$ cat config.mk
export PLATFORM = sky130hd
export DESIGN_NAME = ordered_list_engine
export DESIGN_NICKNAME = d
export VERILOG_FILES = /design/src/hdl/ole_pkg.sv /design/src/hdl/ordered_list_engine.sv /design/src/hdl/ole_cell.sv
export SDC_FILE = /design/constraint.sdc
export NUM_CORES = 1
export LEC_CHECK = 0
export BUFFER_PORTS_ARGS = -buffer_cell sky130_fd_sc_hd__buf_4
export CAP_MARGIN = 20
export CORE_MARGIN = 2
export CORE_UTILIZATION = 35
export CTS_BUF_LIST = sky130_fd_sc_hd__clkbuf_4 sky130_fd_sc_hd__clkbuf_8 sky130_fd_sc_hd__clkbuf_16
export DETAILED_ROUTE_END_ITERATION = 7
export REMOVE_ABC_BUFFERS = 1
export SYNTH_ARGS = -nofsm -noshare
export SYNTH_HDL_FRONTEND = slang
export SYNTH_SLANG_ARGS = --single-unit
$ cat constraint.sdc
create_clock -name aclk -period 4.9 [get_ports aclk]
set_input_delay 0.735 -clock aclk [delete_from_list [all_inputs] [get_ports aclk]]
set_output_delay 0.735 -clock aclk [all_outputs]
set_load 0.01 [all_outputs]
$ cat src/hdl/ole_pkg.sv
// Shared constants, types and cell commands for the ordered list engine.
`default_nettype none

package ole_pkg;

    localparam int DEPTH     = 16;
    localparam int IDX_W     = (DEPTH > 1) ? $clog2(DEPTH) : 1;
    localparam int CNT_W     = $clog2(DEPTH + 1);
    localparam int VALUE_W   = 32;
    localparam int FUNC_W    = 2;
    localparam int POS_W     = 4;
    localparam int OCNT_W    = 5;
    localparam int RES_W     = 1 + 1 + POS_W + OCNT_W;
    localparam int M_TDATA_W = ((RES_W + 7) / 8) * 8;
    localparam int S_TDATA_W = ((VALUE_W + 7) / 8) * 8;

    typedef enum logic [FUNC_W-1:0] {
        FUNC_APPEND  = 2'd0,
        FUNC_PREPEND = 2'd1,
        FUNC_ERASE   = 2'd2,
        FUNC_FIND    = 2'd3
    } func_t;

    typedef enum logic [1:0] {
        CELL_HOLD,
        CELL_APPEND,
        CELL_PREPEND,
        CELL_ERASE
    } cell_op_t;

    typedef struct packed {
        cell_op_t            op;
        logic [VALUE_W-1:0]  key;
    } cell_cmd_t;

endpackage

`default_nettype wire

$ cat src/hdl/ordered_list_engine.sv
// Top level of the ordered list engine: request sequencer, cell chain and result register.
`default_nettype none

// Ordered list of up to DEPTH signed 32-bit values held in a chain of cells, front at cell 0.
// One request is taken at a time. Push at back, push at front and find first register the
// request; then, once the output register is free, the cells compare or shift. Erase
// removes one match per cycle while the output register is free (the first match and the
// cells past it shift one place toward the front), until no match is left. A finished
// result waits in the output register while the next request is taken; the next result
// then waits until it is taken. Every request gives exactly one result.

module ordered_list_engine
    import ole_pkg::*;
(
    input  wire logic                 aclk,
    input  wire logic                 aresetn,
    input  wire logic                 s_tvalid,
    output logic                      s_tready,
    input  wire logic [S_TDATA_W-1:0] s_tdata,   // value[31:0]
    input  wire logic [FUNC_W-1:0]    s_tuser,   // func[1:0]
    output logic                      m_tvalid,
    input  wire logic                 m_tready,
    output logic      [M_TDATA_W-1:0] m_tdata    // accepted, found, position[3:0], entry_count[4:0]
);

    typedef enum logic {
        ST_IDLE,
        ST_EXEC
    } state_t;

    state_t             state_reg;
    func_t              func_reg;
    logic [VALUE_W-1:0] key_reg;
    logic               found_reg;
    logic [CNT_W-1:0]   count_reg;
    logic               m_valid_reg;
    logic [RES_W-1:0]   result_reg;

    cell_cmd_t          cmd;
    logic [VALUE_W-1:0] cell_value [DEPTH];
    logic [DEPTH-1:0]   cell_valid;
    logic [DEPTH-1:0]   match_vec;
    logic [DEPTH-1:0]   prefix_vec;
    logic [DEPTH-1:0]   first_vec;
    logic [IDX_W-1:0]   first_idx;
    logic               any_match;
    logic               full;
    logic               out_free;
    logic               done;
    logic               res_accepted;
    logic               res_found;
    logic [POS_W-1:0]   res_position;
    logic [CNT_W-1:0]   count_next;

    genvar g;
    generate
        for (g = 0; g < DEPTH; g++) begin : g_cell
            logic [VALUE_W-1:0] lv;
            logic               lvd;
            logic [VALUE_W-1:0] rv;
            logic               rvd;
            if (g == 0) begin : g_first
                assign lv  = key_reg;
                assign lvd = 1'b1;
            end else begin : g_mid
                assign lv  = cell_value[g-1];
                assign lvd = cell_valid[g-1];
            end
            if (g == DEPTH - 1) begin : g_last
                assign rv  = key_reg;
                assign rvd = 1'b0;
            end else begin : g_inner
                assign rv  = cell_value[g+1];
                assign rvd = cell_valid[g+1];
            end
            ole_cell u_cell (
                .aclk        (aclk),
                .aresetn     (aresetn),
                .cmd         (cmd),
                .erase_here  (prefix_vec[g]),
                .left_value  (lv),
                .left_valid  (lvd),
                .right_value (rv),
                .right_valid (rvd),
                .value       (cell_value[g]),
                .valid       (cell_valid[g]),
                .match       (match_vec[g])
            );
        end
    endgenerate

    always_comb begin
        prefix_vec = '0;
        first_vec  = '0;
        first_idx  = '0;
        for (int i = 0; i < DEPTH; i++) begin
            for (int j = 0; j <= i; j++) begin
                prefix_vec[i] = prefix_vec[i] | match_vec[j];
            end
        end
        for (int i = 0; i < DEPTH; i++) begin
            first_vec[i] = (i == 0) ? match_vec[i] : (match_vec[i] & ~prefix_vec[i-1]);
        end
        for (int i = 0; i < DEPTH; i++) begin
            if (first_vec[i]) begin
                first_idx = first_idx | IDX_W'(i);
            end
        end
    end

    assign any_match = |match_vec;
    assign full      = (count_reg == CNT_W'(DEPTH));
    assign out_free  = !m_valid_reg || m_tready;

    always_comb begin
        cmd.op       = CELL_HOLD;
        cmd.key      = key_reg;
        done         = 1'b0;
        res_accepted = 1'b1;
        res_found    = 1'b0;
        res_position = '0;
        count_next   = count_reg;
        if (state_reg == ST_EXEC && out_free) begin
            unique case (func_reg)
                FUNC_APPEND: begin
                    done         = 1'b1;
                    res_accepted = !full;
                    if (!full) begin
                        cmd.op     = CELL_APPEND;
                        count_next = count_reg + CNT_W'(1);
                    end
                end
                FUNC_PREPEND: begin
                    done         = 1'b1;
                    res_accepted = !full;
                    if (!full) begin
                        cmd.op     = CELL_PREPEND;
                        count_next = count_reg + CNT_W'(1);
                    end
                end
                FUNC_ERASE: begin
                    if (any_match) begin
                        cmd.op     = CELL_ERASE;
                        count_next = count_reg - CNT_W'(1);
                    end else begin
                        done      = 1'b1;
                        res_found = found_reg;
                    end
                end
                FUNC_FIND: begin
                    done         = 1'b1;
                    res_found    = any_match;
                    res_position = POS_W'(first_idx);
                end
            endcase
        end
    end

    always_ff @(posedge aclk) begin
        if (!aresetn) begin
            state_reg   <= ST_IDLE;
            count_reg   <= '0;
            found_reg   <= 1'b0;
            m_valid_reg <= 1'b0;
        end else begin
            count_reg <= count_next;
            if (done) begin
                m_valid_reg <= 1'b1;
                result_reg  <= {OCNT_W'(count_next), res_position, res_found,
                                res_accepted};
            end else if (m_tready) begin
                m_valid_reg <= 1'b0;
            end
            unique case (state_reg)
                ST_IDLE: begin
                    if (s_tvalid) begin
                        func_reg  <= func_t'(s_tuser);
                        key_reg   <= s_tdata[VALUE_W-1:0];
                        found_reg <= 1'b0;
                        state_reg <= ST_EXEC;
                    end
                end
                ST_EXEC: begin
                    if (cmd.op == CELL_ERASE) begin
                        found_reg <= 1'b1;
                    end
                    if (done) begin
                        state_reg <= ST_IDLE;
                    end
                end
            endcase
        end
    end

    assign s_tready = (state_reg == ST_IDLE);
    assign m_tvalid = m_valid_reg;
    assign m_tdata  = {{(M_TDATA_W - RES_W){1'b0}}, result_reg};

endmodule

`default_nettype wire

$ cat src/hdl/ole_cell.sv
// One list slot: holds a value and its valid bit, compares against the key, shifts to neighbors.
`default_nettype none

module ole_cell
    import ole_pkg::*;
(
    input  wire logic               aclk,
    input  wire logic               aresetn,
    input  wire cell_cmd_t          cmd,
    input  wire logic               erase_here,
    input  wire logic [VALUE_W-1:0] left_value,
    input  wire logic               left_valid,
    input  wire logic [VALUE_W-1:0] right_value,
    input  wire logic               right_valid,
    output logic      [VALUE_W-1:0] value,
    output logic                    valid,
    output logic                    match
);

    logic [VALUE_W-1:0] value_reg;
    logic               valid_reg;

    always_ff @(posedge aclk) begin
        if (!aresetn) begin
            valid_reg <= 1'b0;
        end else begin
            case (cmd.op)
                CELL_APPEND: begin
                    if (!valid_reg && left_valid) begin
                        valid_reg <= 1'b1;
                    end
                end
                CELL_PREPEND: begin
                    valid_reg <= left_valid;
                end
                CELL_ERASE: begin
                    if (erase_here) begin
                        valid_reg <= right_valid;
                    end
                end
                default: begin
                end
            endcase
        end
    end

    always_ff @(posedge aclk) begin
        case (cmd.op)
            CELL_APPEND: begin
                if (!valid_reg && left_valid) begin
                    value_reg <= cmd.key;
                end
            end
            CELL_PREPEND: begin
                value_reg <= left_value;
            end
            CELL_ERASE: begin
                if (erase_here) begin
                    value_reg <= right_value;
                end
            end
            default: begin
            end
        endcase
    end

    assign value = value_reg;
    assign valid = valid_reg;
    assign match = valid_reg && (value_reg == cmd.key);

endmodule

`default_nettype wire
==> run summary <==
Clock transition at path regs = 60 ps
Critical Path Start Type = flip-flop
Logic pwr share = 10.5%
r2r setup slk = 90 ps
Initial Util = 35.2%
synthesized instance count = 2631
Fillers = 8529
Tot GR Track Use = 28.0%
DRT antenna net count = 0
post-synth top area cell = edfxtp_1
failing checks = DRC
status = finished with violations
worst-margin pin slew = 1160 ps
multi-input logic area = 13900 µm²
multiplexer share of the synthesized area = 0.287%
register share of total power = 47.7%
simple-gate share of the synthesized area = 12.0%
wire length per cell = 34.8 µm
share of cells above drive strength 1 = 13.4%
num ports = 56
Synth area leaders = edfxtp_1 (52%), a221o_1 (14%), xor2_1 (9.9%)
global-route wire length before repair = 189000 µm
largest net degree at the start of global routing = 90
PD cells = 337 nW/µm²
Num CTS Buffers = 70
PostCTS Resize Cnt = 0
clk_lat worst skew = 640 ps
syn avg cell area = 12.2 µm²
Post-Synth Adder-Cell Area = 0.0776%
clock buffer depth = 3
Root Buffer = clkbuf_16
DRC Markers = 2
Slew headroom = 22.9%
Seq cells post-synth = 581
final number of hold-violating endpoints = 0
Die Wd = 307 µm
Worst path slowest cell = edfxtp_1
CTS HTree Levels = 3
Post-synth ARST share = 0%
TritonCTS clock tree = built
Max IR drop VDD = 0.266 mV
vias in the first global route = 24400
final setup fails = 0
main flop type after synthesis = edfxtp_1
RSZ-0062 raised after global routing = false
clock network fraction of design power = 41.8%
Post-synth EDFFs = 557
Yosys Warn Count = 0
WP data arrival = 5090 ps
post-synth top area share = 51.9%
Routed WL = 135000 µm
Synth cell types = 73
design area = 36700 µm²
NetSw = 0.00326 W
die area = 94500 µm²
antenna violations before repair = 1
gpl congestion = 1.08
buffers added on ports = 50
Core Rows = 111
Slew Viols, Final = 0
Detail Placement HPWL = 101000 µm
sequential cell area fraction in the yosys report = 53.4%
Vias = 25900
Tmin final = 4810 ps
complex-gate fraction of the synthesized area = 16.6%
Post-Place Setup Slack = 379 ps
synthesized cell area = 32200 µm²
Antenna diodes = 0
worst r2r src = g_cell[0].lv[18]
max reg flops = 512
sw frac = 26.4%
CP required = 5180 ps
max-capacitance violation count = 0
Layout Skew = 40.6 ps
max incr delay on CP = 1060 ps
worst-path fanout max = 32
Crit Path Class = flip-flop to flip-flop
GRT overflow = 0
initial DRC count = 4092
Worst setup EP type = flip-flop
core area = 91500 µm²
fin crit share = 98.3%
leakage = 12.2 nW
Final WS setup = 85.5 ps
placement-stage cell area = 34400 µm²
main combinational cell family by area after synthesis = compound AO/OA/AOI/OAI gates
post-CTS setup buffers = 0
TritonCTS sink count = 581
Final #Nets = 2693
Die Y = 307 µm
drt first pass iters = 8
Hold Path Class = primary input to flip-flop
Setup crit start = g_cell[0].lv[18]
Max Fclk = 208 MHz
worst-path cell chain = xor2_1, nor4_1, nand4b_1, or3_1, and4_1, a41oi_4, nor2_2, a21oi_1, and2_1, buf_12
cts hold-fix bufs = 0
vias per cell = 6.66
Post-Synth XOR/XNOR Area = 13.6%
Syn-to-layout area delta = 13.8%
Register Area = 17200 µm²
hold_sp = s_tdata[7]
cell-internal power = 0.00911 W
## power groups by stage
stage               Combinational (W)  Sequential, W  Clock, W
finish                        0.00130        0.00590   0.00518
CTS                           0.00127        0.00589   0.00524
global placement              0.00124        0.00598         0
detailed placement            0.00126        0.00599         0
global route                  0.00134        0.00591   0.00539
floorplan                    0.000691        0.00593         0
## worst max-delay path, delay by kind of cell (launching register included)
kind / cells / cell delay [ps]
AND/OR/NAND/NOR: 6 / 2340
flip-flops: 1 / 1060
buffers and inverters: 1 / 250
AO/OA/AOI/OAI: 2 / 460
XOR/XNOR: 1 / 260
## metal layers
layer / up-vias / track usage, % / part of all wire, %
met2: 1899 / 42.3 / 44
met3: 353 / 4.02 / 9.3
met1: 13100 / 37.6 / 39
li1: 10600 / - / -
met5: - / 0 / 0
met4: 0 / 18.2 / 7.4
## cell usage in the layout (no fill, tap or decap), drive strengths merged, types with 3 or more instances in the layout
| cell type | count |
|---|---|
| nand2 | 207 |
| nand4b | 19 |
| inv | 35 |
| a221o | 450 |
| o21ai | 38 |
| a211oi | 7 |
| or3 | 8 |
| a21boi | 3 |
| mux2i | 7 |
| and3 | 3 |
| nand4 | 74 |
| o31ai | 4 |
| clkbuf | 94 |
| a22oi | 4 |
| or4 | 10 |
| xnor2 | 137 |
| buf | 178 |
| conb | 5 |
| a21oi | 22 |
| nand3 | 40 |
| nor4 | 181 |
| nor3 | 34 |
| and4 | 4 |
| bufinv | 3 |
| nand2b | 18 |
| nor4b | 9 |
| nor2 | 47 |
| dfxtp | 24 |
| o22ai | 21 |
| clkinv | 27 |
| and2 | 8 |
| edfxtp | 557 |
| xor2 | 364 |
| nor2b | 27 |
## area by class of cell
type	count	share of cell area (%)
repair buffers	178	4.70
clock buffers	94	5.43
inverters	34	0.348
clock inverters	31	0.658
flip-flops and latches	581	46.9
well taps	1186	4.05
multi-input cells	1788	37.9
## logic make-up after synthesis
family | after synthesis
fa+ha+maj | 2
other cells | 1
flops | 581
compound gates | 575
buf+inv | 266
xor+xnor | 501
mux | 9
simple gates | 696
## worst paths after layout
kind                                               endpoint  cells past startpoint
worst max-delay path            g_cell[14].u_cell.value[16]                     10
worst min-delay path                        g_cell[0].lv[7]                      1
worst max register to register  g_cell[14].u_cell.value[16]                     10
worst min register to register                    found_reg                      2
## cells in the mapped netlist, types with 3 or more instances
cell type    n
edfxtp_1   557
a221o_1    450
xor2_1     364
nand2_1    207
nor4_1     179
xnor2_1    137
clkbuf_1   119
nand4_1     73
buf_2       60
nand3_1     40
o21ai_0     38
buf_4       36
nor2_1      36
nor3_1      32
inv_1       31
dfxtp_1     24
a21oi_1     21
o22ai_1     21
nor2b_2     20
nand2b_1    18
nand4b_1    18
buf_6       14
nor2_2      11
nor4b_1      9
and2_1       8
or3_1        8
or4_1        8
a211oi_1     7
mux2i_1      7
nor2b_1      7
a22oi_1      4
o31ai_1      4
a21boi_0     3
and3_1       3
buf_1        3
inv_2        3
## per-stage QoR
stage	hold slack (ps)	setup TNS [ps]	std cells	util (%)	total power, W
floorplan	449	-7886370	2403	-	0.00662
global placement	463	0	3766	37.6	0.00722
detailed placement	466	0	3767	37.6	0.00725
CTS	248	0	3892	40.1	0.0124
global route	264	0	3892	40.1	0.0126
finish	275	0	3892	40.1	0.0124
No activity file was read; power rests on OpenSTA's default activity.
